$ cat src/hdl/sbp_pkg.sv
// package: field codes, status codes, result type and status lookup for the SCT byte parser
`default_nettype none

package sbp_pkg;

  // default length of the log id field in bytes
  localparam int unsigned LOG_ID_BYTES_DEF = 32;

  // fixed field lengths in bytes
  localparam logic [15:0] LEN_VERSION = 16'd1;
  localparam logic [15:0] LEN_TIME    = 16'd8;
  localparam logic [15:0] LEN_EXTLEN  = 16'd2;
  localparam logic [15:0] LEN_HASH    = 16'd1;
  localparam logic [15:0] LEN_SIGALG  = 16'd1;
  localparam logic [15:0] LEN_SIGLEN  = 16'd2;

  localparam logic [15:0] OFFSET_MAX = 16'hFFFF;

  // field the current byte belongs to
  typedef enum logic [3:0] {
    PH_VERSION = 4'd0,
    PH_LOGID   = 4'd1,
    PH_TIME    = 4'd2,
    PH_EXTLEN  = 4'd3,
    PH_EXT     = 4'd4,
    PH_HASH    = 4'd5,
    PH_SIGALG  = 4'd6,
    PH_SIGLEN  = 4'd7,
    PH_SIG     = 4'd8,
    PH_TRAIL   = 4'd9
  } sbp_phase_e;

  // status reported with the closing byte
  typedef enum logic [2:0] {
    ST_OK          = 3'd0,
    ST_HDR_SHORT   = 3'd1,
    ST_NO_EXTLEN   = 3'd2,
    ST_EXT_OVERRUN = 3'd3,
    ST_NO_SIGHDR   = 3'd4,
    ST_SIG_OVERRUN = 3'd5
  } sbp_status_e;

  // one tagged byte with the decoded fields so far
  typedef struct packed {
    sbp_phase_e  field_kind;
    logic [7:0]  byte_out;
    logic [15:0] field_offset;
    logic        record_done;
    sbp_status_e parse_status;
    logic [7:0]  version_value;
    logic [63:0] timestamp_value;
    logic [15:0] ext_length_value;
    logic [7:0]  hash_alg_value;
    logic [7:0]  sig_alg_value;
    logic [15:0] sig_length_value;
  } sbp_result_t;

  // status from the field the parser would need next
  function automatic sbp_status_e status_for_next(input sbp_phase_e next_phase);
    sbp_status_e st;
    unique case (next_phase)
      PH_VERSION, PH_LOGID, PH_TIME: st = ST_HDR_SHORT;
      PH_EXTLEN:                     st = ST_NO_EXTLEN;
      PH_EXT:                        st = ST_EXT_OVERRUN;
      PH_HASH, PH_SIGALG, PH_SIGLEN: st = ST_NO_SIGHDR;
      PH_SIG:                        st = ST_SIG_OVERRUN;
      default:                       st = ST_OK;
    endcase
    return st;
  endfunction

endpackage

`default_nettype wire

$ cat src/hdl/sct_byte_stream_parser_core.sv
// top level of the SCT byte stream parser: field tracker and result register
//
//   channel | direction | handshake            | payload
//   --------+-----------+----------------------+---------------------------------------
//   input   | in        | in_valid_i/in_stall_o | data_byte_i, item_last_i
//   result  | out       | out_valid_o/out_stall_i | field kind, byte, offset, status, fields
//
// One byte per clock while the result side does not stall: a byte accepted at an edge
// has its result on the ports in the following cycle, straight out of the result register.
// Parser state updates in the same cycle as the accept, so throughput is one byte per cycle when not stalled.
// Reset returns the parser to the version field with all decoded fields zero.
// While a held result is stalled, the input side is stalled too.
`default_nettype none

module sct_byte_stream_parser_core
  import sbp_pkg::*;
#(
  parameter int unsigned LogIdBytes = LOG_ID_BYTES_DEF
) (
  input  wire logic        clk_i,
  input  wire logic        rst_ni,
  input  wire logic        in_valid_i,
  output logic             in_stall_o,
  input  wire logic [7:0]  data_byte_i,
  input  wire logic        item_last_i,
  output logic             out_valid_o,
  input  wire logic        out_stall_i,
  output logic [3:0]       field_kind_o,
  output logic [7:0]       byte_out_o,
  output logic [15:0]      field_offset_o,
  output logic             record_done_o,
  output logic [2:0]       parse_status_o,
  output logic [7:0]       version_value_o,
  output logic [63:0]      timestamp_value_o,
  output logic [15:0]      ext_length_value_o,
  output logic [7:0]       hash_alg_value_o,
  output logic [7:0]       sig_alg_value_o,
  output logic [15:0]      sig_length_value_o
);

  logic        accept;
  sbp_result_t cur_result;
  sbp_result_t held_result;

  assign accept = in_valid_i && !in_stall_o;

  // per-byte field tracking
  sbp_field_tracker #(
    .LogIdBytes (LogIdBytes)
  ) u_tracker (
    .clk_i       (clk_i),
    .rst_ni      (rst_ni),
    .accept_i    (accept),
    .data_byte_i (data_byte_i),
    .item_last_i (item_last_i),
    .result_o    (cur_result)
  );

  // result register
  sbp_out_stage u_out (
    .clk_i        (clk_i),
    .rst_ni       (rst_ni),
    .in_valid_i   (in_valid_i),
    .in_stall_o   (in_stall_o),
    .in_result_i  (cur_result),
    .out_valid_o  (out_valid_o),
    .out_stall_i  (out_stall_i),
    .out_result_o (held_result)
  );

  // unpack to ports
  assign field_kind_o       = held_result.field_kind;
  assign byte_out_o         = held_result.byte_out;
  assign field_offset_o     = held_result.field_offset;
  assign record_done_o      = held_result.record_done;
  assign parse_status_o     = held_result.parse_status;
  assign version_value_o    = held_result.version_value;
  assign timestamp_value_o  = held_result.timestamp_value;
  assign ext_length_value_o = held_result.ext_length_value;
  assign hash_alg_value_o   = held_result.hash_alg_value;
  assign sig_alg_value_o    = held_result.sig_alg_value;
  assign sig_length_value_o = held_result.sig_length_value;

  // status only carries meaning on the closing byte
  a_status_only_when_done: assert property (@(posedge clk_i) disable iff (!rst_ni)
    out_valid_o && !record_done_o |-> parse_status_o == ST_OK)
    else $error("status set on a byte that does not close the record");

  // a version byte opens a record, so later fields are still clear
  a_version_opens_record: assert property (@(posedge clk_i) disable iff (!rst_ni)
    out_valid_o && field_kind_o == PH_VERSION |->
      field_offset_o == 16'd0 && timestamp_value_o == 64'd0 &&
      ext_length_value_o == 16'd0 && sig_length_value_o == 16'd0)
    else $error("version byte seen with stale record state");

  // one-byte fields never advance their offset
  a_single_byte_fields: assert property (@(posedge clk_i) disable iff (!rst_ni)
    out_valid_o && (field_kind_o == PH_HASH || field_kind_o == PH_SIGALG) |->
      field_offset_o == 16'd0)
    else $error("one-byte field with non-zero offset");

endmodule

`default_nettype wire

$ cat src/hdl/sbp_field_tracker.sv
// field tracker: phase and offset state, scalar field decode, result build per byte
`default_nettype none

module sbp_field_tracker
  import sbp_pkg::*;
#(
  parameter int unsigned LogIdBytes = LOG_ID_BYTES_DEF
) (
  input  wire logic        clk_i,
  input  wire logic        rst_ni,
  input  wire logic        accept_i,
  input  wire logic [7:0]  data_byte_i,
  input  wire logic        item_last_i,
  output sbp_result_t      result_o
);

  localparam logic [15:0] LenLogId = 16'(LogIdBytes);

  sbp_phase_e  phase_q, phase_d;
  logic [15:0] offset_q, offset_d;
  logic [7:0]  version_q, version_d;
  logic [63:0] time_q, time_d;
  logic [15:0] ext_len_q, ext_len_d;
  logic [7:0]  hash_q, hash_d;
  logic [7:0]  sigalg_q, sigalg_d;
  logic [15:0] sig_len_q, sig_len_d;

  sbp_phase_e  kind;
  sbp_phase_e  next_phase;
  logic [15:0] field_len;
  logic        is_trail;
  logic        field_end;
  logic [15:0] next_offset;

  // decode the byte into the scalar field it belongs to
  always_comb begin
    version_d  = version_q;
    time_d     = time_q;
    ext_len_d  = ext_len_q;
    hash_d     = hash_q;
    sigalg_d   = sigalg_q;
    sig_len_d  = sig_len_q;
    kind       = phase_q;
    is_trail   = 1'b0;
    field_len  = 16'd0;
    next_phase = PH_TRAIL;
    unique case (phase_q)
      PH_VERSION: begin
        version_d  = data_byte_i;
        field_len  = LEN_VERSION;
        next_phase = PH_LOGID;
      end
      PH_LOGID: begin
        field_len  = LenLogId;
        next_phase = PH_TIME;
      end
      PH_TIME: begin
        time_d     = {time_q[55:0], data_byte_i};
        field_len  = LEN_TIME;
        next_phase = PH_EXTLEN;
      end
      PH_EXTLEN: begin
        ext_len_d  = {ext_len_q[7:0], data_byte_i};
        field_len  = LEN_EXTLEN;
        next_phase = (ext_len_d == 16'd0) ? PH_HASH : PH_EXT;
      end
      PH_EXT: begin
        field_len  = ext_len_q;
        next_phase = PH_HASH;
      end
      PH_HASH: begin
        hash_d     = data_byte_i;
        field_len  = LEN_HASH;
        next_phase = PH_SIGALG;
      end
      PH_SIGALG: begin
        sigalg_d   = data_byte_i;
        field_len  = LEN_SIGALG;
        next_phase = PH_SIGLEN;
      end
      PH_SIGLEN: begin
        sig_len_d  = {sig_len_q[7:0], data_byte_i};
        field_len  = LEN_SIGLEN;
        next_phase = (sig_len_d == 16'd0) ? PH_TRAIL : PH_SIG;
      end
      PH_SIG: begin
        field_len  = sig_len_q;
        next_phase = PH_TRAIL;
      end
      default: begin
        // trailing bytes, and any stray code, never end a field
        kind     = PH_TRAIL;
        is_trail = 1'b1;
      end
    endcase
  end

  // end of field and next offset
  always_comb begin
    field_end   = !is_trail && (({1'b0, offset_q} + 17'd1) >= {1'b0, field_len});
    next_offset = (offset_q == OFFSET_MAX) ? OFFSET_MAX : offset_q + 16'd1;
    if (field_end) begin
      phase_d  = next_phase;
      offset_d = 16'd0;
    end else begin
      phase_d  = kind;
      offset_d = next_offset;
    end
  end

  // result for this byte, with the decoded fields including it
  always_comb begin
    result_o.field_kind       = kind;
    result_o.byte_out         = data_byte_i;
    result_o.field_offset     = offset_q;
    result_o.record_done      = item_last_i;
    result_o.parse_status     = item_last_i ? status_for_next(phase_d) : ST_OK;
    result_o.version_value    = version_d;
    result_o.timestamp_value  = time_d;
    result_o.ext_length_value = ext_len_d;
    result_o.hash_alg_value   = hash_d;
    result_o.sig_alg_value    = sigalg_d;
    result_o.sig_length_value = sig_len_d;
  end

  // parser state, cleared again after the closing byte
  always_ff @(posedge clk_i or negedge rst_ni) begin
    if (!rst_ni) begin
      phase_q   <= PH_VERSION;
      offset_q  <= 16'd0;
      version_q <= 8'd0;
      time_q    <= 64'd0;
      ext_len_q <= 16'd0;
      hash_q    <= 8'd0;
      sigalg_q  <= 8'd0;
      sig_len_q <= 16'd0;
    end else if (accept_i) begin
      if (item_last_i) begin
        phase_q   <= PH_VERSION;
        offset_q  <= 16'd0;
        version_q <= 8'd0;
        time_q    <= 64'd0;
        ext_len_q <= 16'd0;
        hash_q    <= 8'd0;
        sigalg_q  <= 8'd0;
        sig_len_q <= 16'd0;
      end else begin
        phase_q   <= phase_d;
        offset_q  <= offset_d;
        version_q <= version_d;
        time_q    <= time_d;
        ext_len_q <= ext_len_d;
        hash_q    <= hash_d;
        sigalg_q  <= sigalg_d;
        sig_len_q <= sig_len_d;
      end
    end
  end

endmodule

`default_nettype wire

$ cat src/hdl/sbp_out_stage.sv
// result register: holds one byte result until downstream takes it
`default_nettype none

module sbp_out_stage
  import sbp_pkg::*;
(
  input  wire logic        clk_i,
  input  wire logic        rst_ni,
  input  wire logic        in_valid_i,
  output logic             in_stall_o,
  input  wire sbp_result_t in_result_i,
  output logic             out_valid_o,
  input  wire logic        out_stall_i,
  output sbp_result_t      out_result_o
);

  logic        valid_q, valid_d;
  logic        load;
  sbp_result_t result_q;

  // stall upstream only while a held result is itself stalled
  assign in_stall_o = valid_q && out_stall_i;
  assign load       = in_valid_i && !in_stall_o;
  assign valid_d    = load || (valid_q && out_stall_i);

  // valid flag
  always_ff @(posedge clk_i or negedge rst_ni) begin
    if (!rst_ni) begin
      valid_q <= 1'b0;
    end else begin
      valid_q <= valid_d;
    end
  end

  // payload, no reset needed
  always_ff @(posedge clk_i) begin
    if (load) begin
      result_q <= in_result_i;
    end
  end

  assign out_valid_o  = valid_q;
  assign out_result_o = result_q;

endmodule

`default_nettype wire
$ cat config.mk
export PLATFORM = sky130hd
export DESIGN_NAME = sct_byte_stream_parser_core
export DESIGN_NICKNAME = d
export VERILOG_FILES = /design/src/hdl/sbp_pkg.sv /design/src/hdl/sct_byte_stream_parser_core.sv /design/src/hdl/sbp_field_tracker.sv /design/src/hdl/sbp_out_stage.sv
export SDC_FILE = /design/constraint.sdc
export NUM_CORES = 1
export LEC_CHECK = 0
export BUFFER_PORTS_ARGS = -buffer_cell sky130_fd_sc_hd__buf_4
export CAP_MARGIN = 20
export CORE_UTILIZATION = 60
export CTS_CLUSTER_DIAMETER = 120
export CTS_CLUSTER_SIZE = 28
export DETAILED_ROUTE_END_ITERATION = 8
export PLACE_DENSITY = 0.8
export SLEW_MARGIN = 20
export SYNTH_ARGS = -nofsm -noshare
export SYNTH_HDL_FRONTEND = slang
export SYNTH_SLANG_ARGS = --single-unit
$ cat constraint.sdc
create_clock -name clk_i -period 12.9 [get_ports clk_i]
set_clock_uncertainty 0.1 [all_clocks]
set_input_delay 1.29 -clock clk_i [delete_from_list [all_inputs] [get_ports clk_i]]
set_output_delay 1.29 -clock clk_i [all_outputs]
set_load 0.01 [all_outputs]
==> Yosys cells after proc, flatten, opt, wreduce, memory -nomap -nowiden <==
Memories as Yosys holds them, arrays and structs flattened. A register that Yosys moved wholly into a read port is not among the register bits.
Cells that the tools add are included.
{ "word_totals": {"register_bits": 290, "n_memories": 1, "word_cells": 66, "in_bits": 13, "output_inout_bits": 154, "rom_bits": 48} }
{ "memory_table": {"columns": ["memory", "words", "word_bits", "read_ports", "rd_ports_with_merged_regs", "write_ports", "line_no", "source"], "rows": [
  ["(no name shown)", 16, 3, 1, 1, 0, "sbp_pkg.sv:61", "unique case (next_phase)"]
]} }
{ "op_classes": {"n_reduce_logical": 12, "add_sub_neg": 2, "eq_ne": 9, "magnitude_cmp": 1, "n_mux": 22} }
{ "op_table": {"columns": ["cell", "n"], "rows": [
  ["$mux W64", 2],
  ["$mux W16", 7],
  ["$pmux W16 S6", 1],
  ["$mux W8", 6],
  ["$logic_not A16 Y1", 2],
  ["$pmux W4 S8", 1],
  ["$add A16 B1 Y17 const B", 1],
  ["$ge A17 B16 Y1", 1],
  ["$add A16 B1 Y16 const B", 1],
  ["$eq A16 B16 Y1 const B", 1],
  ["$eq A4 B3 Y1 const B", 4],
  ["$mux W4", 3],
  ["$reduce_or A9 Y1", 1],
  ["$eq A4 B2 Y1 const B", 2],
  ["$eq A4 B1 Y1 const B", 1],
  ["$eq A4 B4 Y1 const B", 1],
  ["$logic_not A4 Y1", 1],
  ["$logic_and A1 B1 Y1", 3],
  ["$reduce_or A3 Y1", 1],
  ["$logic_not A1 Y1", 2],
  ["$mux W1", 2],
  ["$reduce_or A2 Y1", 1],
  ["$logic_or A1 B1 Y1", 1]
]} }

==> Depth between registers and ports, before layout <==
Gate-level depths: netlist of the first run.
{ "logic_depth": {"ltp_word": 7, "ltp_mapped": 14, "ltp_nobuf": 13} }

==> Hierarchy <==
Synthesis of the first run repeated with hierarchy kept, for this count alone.
{ "unflattened": {"cells_unflattened": 975, "area_unflattened_um2": 13285.2} }
{ "by_module_without_submodules": {"columns": ["mod", "n_inst", "area_per_inst_um2", "cells_per_inst"], "rows": [
  ["sbp_field_tracker", 1, 8657.1, 818],
  ["sbp_out_stage", 1, 4614.4, 156],
  ["sct_byte_stream_parser_core", 1, 13.8, 1]
]} }

==> Worst setup path after synthesis of the first run <==
No wires, ideal clock.
{ "synth_path": {"path_kind": "input-to-reg", "from": "input out_stall_i", "to": "register u_tracker.offset_q[14]", "stages": 6, "setup_time_ps": 65, "required_time_ps": 12735, "arrival_ps": 5842, "setup_slack_ps": 6893, "path_buffers": 0, "path_cell_list": "nand2_1 nand2_1 inv_1 nand2_1 a311oi_1 o22a_1"} }
{ "synth_via": {"elab_chain_len": 3} }
{ "synth_lines": {"columns": ["item", "line_no", "source"], "rows": [
  ["start: declaration", "sct_byte_stream_parser_core.sv:27", "input wire logic out_stall_i,"],
  ["$logic_and A1 B1 Y1", "sbp_out_stage.sv:22", "assign in_stall_o = valid_q && out_stall_i;"],
  ["$logic_not A1 Y1", "sct_byte_stream_parser_core.sv:45", "assign accept = in_valid_i && !in_stall_o;"],
  ["$logic_and A1 B1 Y1", "sct_byte_stream_parser_core.sv:45", null],
  ["named net accept", "sct_byte_stream_parser_core.sv:41", "logic accept;"],
  ["end signal: assignment", "sbp_field_tracker.sv:149", "offset_q <= offset_d;"],
  ["end: declaration", "sbp_field_tracker.sv:20", "logic [15:0] offset_q, offset_d;"]
]} }
The timed path passes the listed nets, and every way through them passes these cells.
A chain may end at the register's enable or synchronous reset.

==> Final worst setup path of the first run <==
{ "layout_path": {"from": "register u_tracker.phase_q[3]", "to": "register u_tracker.offset_q[13]"} }
{ "layout_via": {"elab_chain_len": 7} }
{ "layout_lines": {"columns": ["item", "line_no", "source"], "rows": [
  ["start: declaration", "sbp_field_tracker.sv:19", "sbp_phase_e phase_q, phase_d;"],
  ["start signal: assignment", "sbp_field_tracker.sv:148", "phase_q <= phase_d;"],
  ["$eq A4 B3 Y1 (tied with other cells)", "sbp_field_tracker.sv:47", "unique case (phase_q)"],
  ["$reduce_or A3 Y1 (no line) / $reduce_or A2 Y1 (equally long branches)", null, null],
  ["$pmux W16 S6", "sbp_field_tracker.sv:47", null],
  ["$ge A17 B16 Y1", "sbp_field_tracker.sv:100", "field_end = !is_trail && (({1'b0, offset_q} + 17'd1) >= {1'b0, field_len});"],
  ["$logic_and A1 B1 Y1 *", "sbp_field_tracker.sv:100", null],
  ["$mux W16 *", "sbp_field_tracker.sv:102", "if (field_end) begin"],
  ["$mux W16 *", "sbp_field_tracker.sv:138", "if (item_last_i) begin"]
]} }
Every way passes the cells marked *; elsewhere a longest branch is shown, timed or not.

==> results of run 1 <==
==> metal layers <==
layer  part of all wire (%)  up-vias
li1                       -     3517
met1                     44     3995
met2                     48      268
met3                    6.6       30
met4                    1.7        0
met5                      0        -
==> path summary, 6_finish.rpt <==
kind | to | depth (start not counted) | slack (ps)
setup reg to reg | u_tracker.offset_q[13] | 11 | 7940
min in group asynchronous | u_tracker.sigalg_q[6] | 1 | 650
hold / removal | u_tracker.sigalg_q[2] | 1 | 410
hold reg to reg | u_tracker.sigalg_q[2] | 1 | 410
setup / recovery | u_tracker.offset_q[13] | 11 | 7940
max in group asynchronous | u_tracker.time_q[50] | 2 | 10580
==> cells by family after synthesis <==
group,Yosys count,share of synthesized area (%)
xor+xnor,15,1.06
buf+inv,63,2.01
simple gates,130,5.39
mux,121,11.0
flops,293,65.4
fa+ha+maj,17,1.72
compound gates,200,13.4
==> stage by stage <==
| step | setup WS (ps) | cells | util (%) |
|---|---|---|---|
| floorplan | 6890 | 839 | - |
| global placement | 7620 | 1229 | 68.4 |
| detailed placement | 8000 | 1229 | 68.4 |
| CTS | 8010 | 1251 | 70.4 |
| global route | 7640 | 1251 | 70.4 |
| finish | 7940 | 1251 | 70.4 |
==> area by class of cell <==
| type | count | area [um2] |
|---|---|---|
| sequential | 293 | 8090 |
| fill | 1380 | 5980 |
| multi-input combinational | 483 | 4070 |
| timing repair buffer | 173 | 1300 |
| clock buffer | 20 | 373 |
| tap | 270 | 338 |
| inverter | 10 | 42.5 |
| clock inverter | 2 | 32.5 |
==> flip-flops by register name, indices dropped and copies added (netlist names) <==
signal and cells:
u_out.out_result_o 152, u_tracker.time_q 64, u_tracker.ext_len_q 16, u_tracker.offset_q 16, u_tracker.sig_len_q 16, u_tracker.hash_q 8
u_tracker.sigalg_q 8, u_tracker.version_q 8, u_tracker.phase_q 4, u_out.out_valid_o 1
==> cells in the final DEF (no fill, tap or decap), drive strengths merged, types with 4 or more instances in the layout <==
| cell type | count |
|---|---|
| buf | 173 |
| edfxtp | 152 |
| dfrtp | 141 |
| a22o | 134 |
| mux2 | 120 |
| nand2 | 45 |
| nor2 | 31 |
| clkbuf | 20 |
| ha | 17 |
| o21ai | 14 |
| a21oi | 13 |
| xnor2 | 10 |
| nor3 | 10 |
| nor4 | 9 |
| inv | 9 |
| nand4 | 7 |
| nand3 | 7 |
| a21o | 5 |
| xor2 | 5 |
| o211ai | 4 |
| a211oi | 4 |
| or4 | 4 |
==> power by group through the flow <==
stage / logic [mW] / clock network (mW) / registers [mW]
2_1_floorplan: 0.279 / 0 / 1.12
3_3_place_gp: 0.427 / 0 / 1.11
3_5_place_dp: 0.430 / 0 / 1.11
4_1_cts: 0.432 / 0.502 / 1.09
5_1_grt: 0.465 / 0.531 / 1.10
6_report: 0.432 / 0.491 / 1.10
==> impl_metrics.toml, run 1 <==
[status]
status = "completed"

[die]
io_pins = 167
coreArea_mm2 = 0.0202
die_area_mm2 = 0.0212
initial_utilization_pct = 61.2
row_count = 52
die_x_um = 146
die_y_um = 146

[cts]
root_buffer = "clkbuf_16"
holdBufCountCts = 0
numCtsBuffers = 14
insertion_delay_ps = 510
clock_path_buffers = 3
cts-resized-gates = 0
clkTransAtPathRegs_ps = 100
postCtsSetupRepairBufs = 0
cts_sinks = 293
cts_tree = "built"
htreeDepth = 1

[synthesis]
syn_inst = 839
syn_nets = 869
ys.flop_type = "edfxtp_1"
synth_warnings = 0
syn-cell-area_mm2 = 0.0124
ys_types = 61
synth_top_cell_by_area = "edfxtp_1"
syn_avg_cell_area_um2 = 14.8
synth_most_common_cell = "edfxtp_1"
synth_seq_cells = 293
yosys-top-cells-count = "edfxtp_1, dfrtp_1, a22o_1"
synth-async-reset-ratio_pct = 48.1
synth_top_area_share_pct = 36.9
synthTopCellsByArea = "edfxtp_1, dfrtp_1, mux2_2"
yosysSeqAreaShare_pct = 65.4
synth_edf_count = 152

[grt]
globalRouteMet3Util_pct = 4.73
track_usage_pct = 26.2
use_met1_pct = 39.0
antenna_found_initial = 0
grt_max_degree = 85
grt-ovfl-total = 0
top_usage_layer = "met2"
grt_pass1_wl_um = 43700
grt_pass1_vias = 7694
grt_use_met2_pct = 40.9

[timing]
final-setup-viol-count = 0
fmax_mhz = 202
final_hold_viol_count = 0
tns_ps = 0
finalCriticalPeriod_ps = 4960
fin_crit_sh_pct = 38.4
maxSlewHeadroom_pct = 33.4
rsz0062_at_grt = "no"
drv_slew = 0
worst_slew_pin_slew_ps = 995
fin_hold_ws_ps = 411

[critical_path]
r2r-start = "u_tracker.phase_q[3]"
crit_type = "reg2reg"
path_buf_inv = 1
cp-start-kind = "register"
crit_start = "u_tracker.phase_q[3]"
crit_chain = "inv_1, nor2_1, a22o_1, nand2_1, ha_1, nand3_2, or4_4, o32ai_2, nor2_1, o21ai_1, o21ai_0"
crit_arrival_ps = 5190
cp_common_cell = "nor2_1"
crit_family = "simple AND/OR/NAND/NOR gates"
slowest_delay_ps = 810
end_kind = "register"
cp_max_fo = 15
cp.required_ps = 13130
critical-path-slowest-cell = "nor2_1"

[cells_and_area]
area_growth_pct = 15.2
antenna_cells = 0
fin_nets = 1005
postLayoutCellArea_mm2 = 0.0143
drive_gt1_share_pct = 33.7

[placed_design]
place_hpwl_um = 17500
placed_area_mm2 = 0.0138
io_buffer_count = 166
place_congestion = 0.844

[power_and_ir_drop]
p_int_mw = 1.44
power.leakage_nw = 6.18
p_seq_share_pct = 54.3
p_total_mw = 2.02
switchingPower_mw = 0.579
combPwrFrac_pct = 21.4
p_clk_share_pct = 24.3
swShare_pct = 28.7
ir_drop_mv = 0.112
power_density_mw_per_mm2 = 142

[detailed_routing]
via_per_inst = 6.24
antenna_left = 0
route.detailed.drc = 0
drt-wirelength-per-cell_um = 22.0
vias = 7810
first_pass_iters = 5
routed_wl_um = 27500
drt_iter0_markers = 619

[run]
maxCapViolCount = 0

[min_path]
min-delay-start = "u_tracker.sigalg_q[2]"
hold_class = "reg2reg"
Power figures use the tool's default switching activity.
==> inputs of run 2 (changes only) <==
ABC_AREA = 1   (was not set)
CORE_UTILIZATION = 58   (was 60)
PLACE_DENSITY = 0.77   (was 0.8)
clock period = 4.8 ns   (was 12.9 ns; I/O delays follow)
==> run 2 against run 1 <==
  * Worst setup slack got worse by 6600 ps
  * Flip-flop and latch count unchanged
  * First-iteration DRC count shrank 12%
  * Routed wire length is essentially flat
  * Cell count grew 33%
  * Global-route usage down 1.2 points
  * Synthesized cell count grew 48%
  * Power grew to 3.4 times the previous value
  * Via count up 15%
  * Sequential share of layout area fell by 0.85 points
  * Non-clock buffer count is the same
==> impl_metrics.toml, run 2 <==
[status]
status = "completed"

[synthesis]
synth_seq_cells = 293
syn_nets = 1273
syn_avg_cell_area_um2 = 10.1
synth-async-reset-ratio_pct = 48.1
synthTopCellsByArea = "edfxtp_1, dfrtp_1, inv_1"
synth_most_common_cell = "inv_1"
synth_top_area_share_pct = 36.3
ys_types = 36
yosys-top-cells-count = "inv_1, nand2_1, o21ai_0"
synth_edf_count = 152
yosysSeqAreaShare_pct = 64.3
synth_top_cell_by_area = "edfxtp_1"
synth_warnings = 0
syn_inst = 1243
ys.flop_type = "edfxtp_1"
syn-cell-area_mm2 = 0.0126

[cells_and_area]
multiInputGateArea_mm2 = 0.00323
fin_nets = 1407
area_growth_pct = 15.0
final_common_cell = "inv_1"
mostFrequentLayoutCells = "inv_1, nand2_1, buf_4"
postLayoutCoreUtil_pct = 68.4
register_area_mm2 = 0.00809
largest_reg_flops = 152
nFillCells = 1612
postLayoutCellArea_mm2 = 0.0145
fin_cells = 1660
drive_gt1_share_pct = 15.8
antenna_cells = 0

[timing]
worst_slew_pin_slew_ps = 1110
final_hold_viol_count = 0
maxSlewHeadroom_pct = 26.1
finalCriticalPeriod_ps = 3430
rsz0062_at_grt = "no"
fin_crit_sh_pct = 71.4
final-setup-viol-count = 0
fmax_mhz = 292
tns_ps = 0
drv_slew = 0
setup_ws_ps = 1380
fin_hold_ws_ps = 12.4

[grt]
grt_pass1_vias = 8434
grt_max_degree = 190
grt_pass1_wl_um = 43300
track_usage_pct = 25.0
grt-ovfl-total = 0
antenna_found_initial = 0

[critical_path]
crit_type = "reg2reg"
cp_max_fo = 13
end_kind = "register"
cp.required_ps = 4970
cp-start-kind = "register"
crit_arrival_ps = 3590

[detailed_routing]
drt_iter0_markers = 547
routed_wl_um = 27600
first_pass_iters = 5
drt-wirelength-per-cell_um = 16.6
route.detailed.drc = 0
antenna_left = 0
vias = 8980
via_per_inst = 5.41

[cts]
htreeDepth = 1
clkTransAtPathRegs_ps = 110
numCtsBuffers = 14
root_buffer = "clkbuf_16"
cts_sinks = 293
insertion_delay_ps = 500
cts-resized-gates = 0
clock_path_buffers = 3
cts_tree = "built"
holdBufCountCts = 0
postCtsSetupRepairBufs = 0

[die]
initial_utilization_pct = 59.5
coreArea_mm2 = 0.0212
die_y_um = 149
die_area_mm2 = 0.0223
io_pins = 167
die_x_um = 149
row_count = 53

[power_and_ir_drop]
power.leakage_nw = 7.28
power_density_mw_per_mm2 = 480
ir_drop_mv = 0.286
p_total_mw = 6.95

[placed_design]
place_congestion = 0.863
placed_area_mm2 = 0.0140
io_buffer_count = 166
place_ws_ps = 1440
place_hpwl_um = 18100
place_inst = 1636

[run]
maxCapViolCount = 0

[min_path]
hold_class = "in2async"
[run 2: changes by cell type in the layout (fill, tap and decap cells not counted), moves of 5 or more]
cell,delta
nand2_1,+160
inv_2,+5
inv_1,+265
xnor2_1,-9
mux2_2,-120
o21ai_0,+157
nand2_2,+8
o22ai_1,+111
nand3_1,+8
a22o_1,-132
nor4_1,-7
[run 2: worst paths after layout]
kind | startpoint | end | slack, ps | cells past startpoint
max | u_tracker.phase_q[0] | u_out.out_result_o[121] | 1380 | 20
min | rst_ni | u_tracker.time_q[60] | 10 | 1
max reg2reg | u_tracker.phase_q[0] | u_out.out_result_o[121] | 1380 | 20
min reg2reg | u_tracker.offset_q[8] | u_out.out_result_o[132] | 390 | 0
max in group asynchronous | rst_ni | u_tracker.time_q[7] | 3540 | 2
min in group clk_i | item_last_i | u_out.out_result_o[123] | 110 | 1
[run 2: worst max-delay path, cell delays in order, from the launching register on]
cell	delay [ps]
dfrtp_1	450
nor2_1	260
nand2_1	160
nor2_1	210
inv_1	250
o22ai_1	170
inv_1	70
ha_1	340
nand2_1	80
nor3_1	270
nand2_1	80
nand3_1	100
nand2_2	100
nand2_4	130
nand2_4	60
nand2_1	70
nand2_2	80
inv_2	70
nand2_2	50
nand2_1	50
nor2_1	40
[run 2: cell families (layout without fill, tap and decap cells)]
family          Yosys count  in the layout  synth area share, %
buf+inv                 333            475                 10.1
fa+ha+maj                17             17                 1.69
xor+xnor                 10             10                0.696
compound gates          304            304                 13.4
simple gates            286            286                 9.84
flops                   293            293                 64.3
[run 2: area by class of cell]
type / count / share of cell area (%)
flip-flops and latches: 293 / 55.9
repair buffers: 173 / 9.19
inverters: 278 / 7.23
clock buffers: 23 / 2.80
well taps: 275 / 2.38
multi-input cells: 617 / 22.4
clock inverters: 1 / 0.112
[run 2: per-layer routing]
| layer | vias to the layer above | global-route usage (%) | wire length (um) |
|---|---|---|---|
| li1 | 4359 | - | - |
| met1 | 4277 | 35.7 | 12000 |
| met2 | 306 | 40.5 | 13300 |
| met3 | 38 | 3.43 | 1580 |
| met4 | 0 | 6.48 | 604 |
| met5 | - | 0 | 0 |
[run 2: power breakdown]
part / leakage [nW] / internal [mW] / switching (mW)
combinational: 3.64 / 0.806 / 1.36
clock: 0.202 / 0.598 / 0.758
sequential: 3.44 / 3.23 / 0.196
==> inputs of run 3 (changes only) <==
ABC_AREA = 0   (was 1)
clock period = 3.6 ns   (was 4.8 ns; I/O delays follow)
==> run 3 against run 2 <==
  * Critical path type unchanged
  * First-iteration DRC count up 2.2%
  * Largest cell class unchanged
  * Sequential power rose by 13%
  * The flow now finishes with violations (negative setup slack)
  * Count of clock-buffer cells in the layout down 1
==> impl_metrics.toml, run 3 (synthesis results as in run 1) <==
[placed_design]
io_buffer_count = 166
place_hpwl_um = 17600
place_inst = 1272
placed_area_mm2 = 0.0143
place_congestion = 0.926

[cells_and_area]
fin_cells = 1306
multiInputGateArea_mm2 = 0.00423
final_common_cell = "buf_4"
register_area_mm2 = 0.00810
fin_nets = 1054
postLayoutCoreUtil_pct = 71.1
antenna_cells = 0
mostFrequentLayoutCells = "buf_4, edfxtp_1, dfrtp_1"
postLayoutCellArea_mm2 = 0.0149
area_growth_pct = 20.4
drive_gt1_share_pct = 39.0
nFillCells = 1491
largest_reg_flops = 152

[die]
io_pins = 167
row_count = 53
die_y_um = 148
die_area_mm2 = 0.0219
coreArea_mm2 = 0.0210
initial_utilization_pct = 59.1
die_x_um = 148

[critical_path]
critical-path-slowest-cell = "or4_4"
cp_max_fo = 5
cp-start-kind = "register"
crit_chain = "buf_6, nand3_2, nor3_4, nand2_2, or3_4, xnor2_1, ha_1, nand3_2, or4_4, o32ai_4, o2111a_2, o32ai_2, a221oi_2"
regToRegSetupSlack_ps = -20
r2r-start = "u_tracker.offset_q[0]"
cp.required_ps = 3840
crit_start = "u_tracker.offset_q[0]"
crit_arrival_ps = 3860
slowest_delay_ps = 570
end_kind = "register"
cp_common_cell = "nand3_2"
ff2ff_path_depth = 13
crit_type = "reg2reg"
endpoint = "u_out.out_result_o[120]"
regToRegEndpoint = "u_out.out_result_o[120]"

[detailed_routing]
drt-wirelength-per-cell_um = 21.4
drt_iter0_markers = 559
antenna_left = 0
vias = 8027
route.detailed.drc = 0
routed_wl_um = 27900
first_pass_iters = 5
via_per_inst = 6.15

[timing]
finalCriticalPeriod_ps = 3620
final-setup-viol-count = 1
worst_slew_pin_slew_ps = 861
tns_ps = -20.3
rsz0062_at_grt = "yes"
drv_slew = 0
fmax_mhz = 276
fin_crit_sh_pct = 101
maxSlewHeadroom_pct = 42.6
setup_ws_ps = -20.3
final_hold_viol_count = 0

[grt]
grt-ovfl-total = 0
grt_max_degree = 157
grt_pass1_wl_um = 43400
antenna_found_initial = 0
grt_pass1_vias = 7882
track_usage_pct = 25.3

[status]
failed_checks = "negative setup slack"
status = "complete, but fails checks"

[cts]
cts_sinks = 293
numCtsBuffers = 14
htreeDepth = 1
clkTransAtPathRegs_ps = 110
clock_path_buffers = 3
insertion_delay_ps = 500
cts_tree = "built"
root_buffer = "clkbuf_16"

[power_and_ir_drop]
ir_drop_mv = 0.442
power_density_mw_per_mm2 = 509
p_total_mw = 7.59
power.leakage_nw = 6.50

[min_path]
hold_class = "in2reg"

[run]
maxCapViolCount = 0
[run 3: how the worst min path moves through the flow]
stage / from / to / slack [ps] / cells after the start
final: out_stall_i / u_out.out_valid_o / 30 / 3
after global routing: data_byte_i[0] / u_out.out_result_o[140] / 20 / 1
after CTS: out_stall_i / u_out.out_valid_o / 20 / 3
after detailed placement: rst_ni / u_tracker.sigalg_q[6] / 350 / 1
after global placement: rst_ni / u_tracker.sigalg_q[6] / 350 / 1
after floorplan: rst_ni / u_out.out_valid_o / -40 / 0
[run 3: final cells by class]
class / instances / share of cell area [%]
inverters: 10 / 0.277
multi-input cells: 483 / 28.4
repair buffers: 222 / 11.9
clock buffers: 22 / 2.70
well taps: 275 / 2.31
clock inverters: 1 / 0.109
flip-flops and latches: 293 / 54.3
[run 3: power breakdown]
group          switching [mW]  leakage [nW]  internal, mW
sequential              0.105          3.46          3.77
clock                    1.02         0.200         0.793
combinational            1.03          2.85         0.859
[run 3: routing by layer]
metal  global-route usage, %  routed length [um]  part of all wire [%]
met1                    37.7               12500                    45
met2                    39.3               13300                    48
met3                    5.21                1820                   6.5
met4                    4.28                 331                   1.2
met5                       0                   0                     0
[run 3: timing repair]
action                                  CTS  global route
endpoints found under the hold margin    76             0
gates resized for setup                   5            24
setup buffers                             1             7
cloned                                    0             1
pin swaps                                 0            12
endpoints found under the setup margin   11            22
hold buffers                              2             0
[run 3: worst max-delay path: cells and delay by family, from the launching register on]
kind / cells / cell delay (ps)
DFF: 1 / 380
and+or+nand+nor: 6 / 1390
buffers and inverters: 1 / 120
AOI/OAI and AO/OA: 4 / 990
adders and majority gates: 1 / 320
xor gates and xnor gates: 1 / 150
[run 3: through the flow]
step                      hold slack [ps]  worst slack, ps
after floorplan                     -35.6             -120
after detailed placement              353             -125
final                                33.5            -20.3
after CTS                            21.9             27.7
after global placement                351            -99.6
after global routing                 23.7             -182
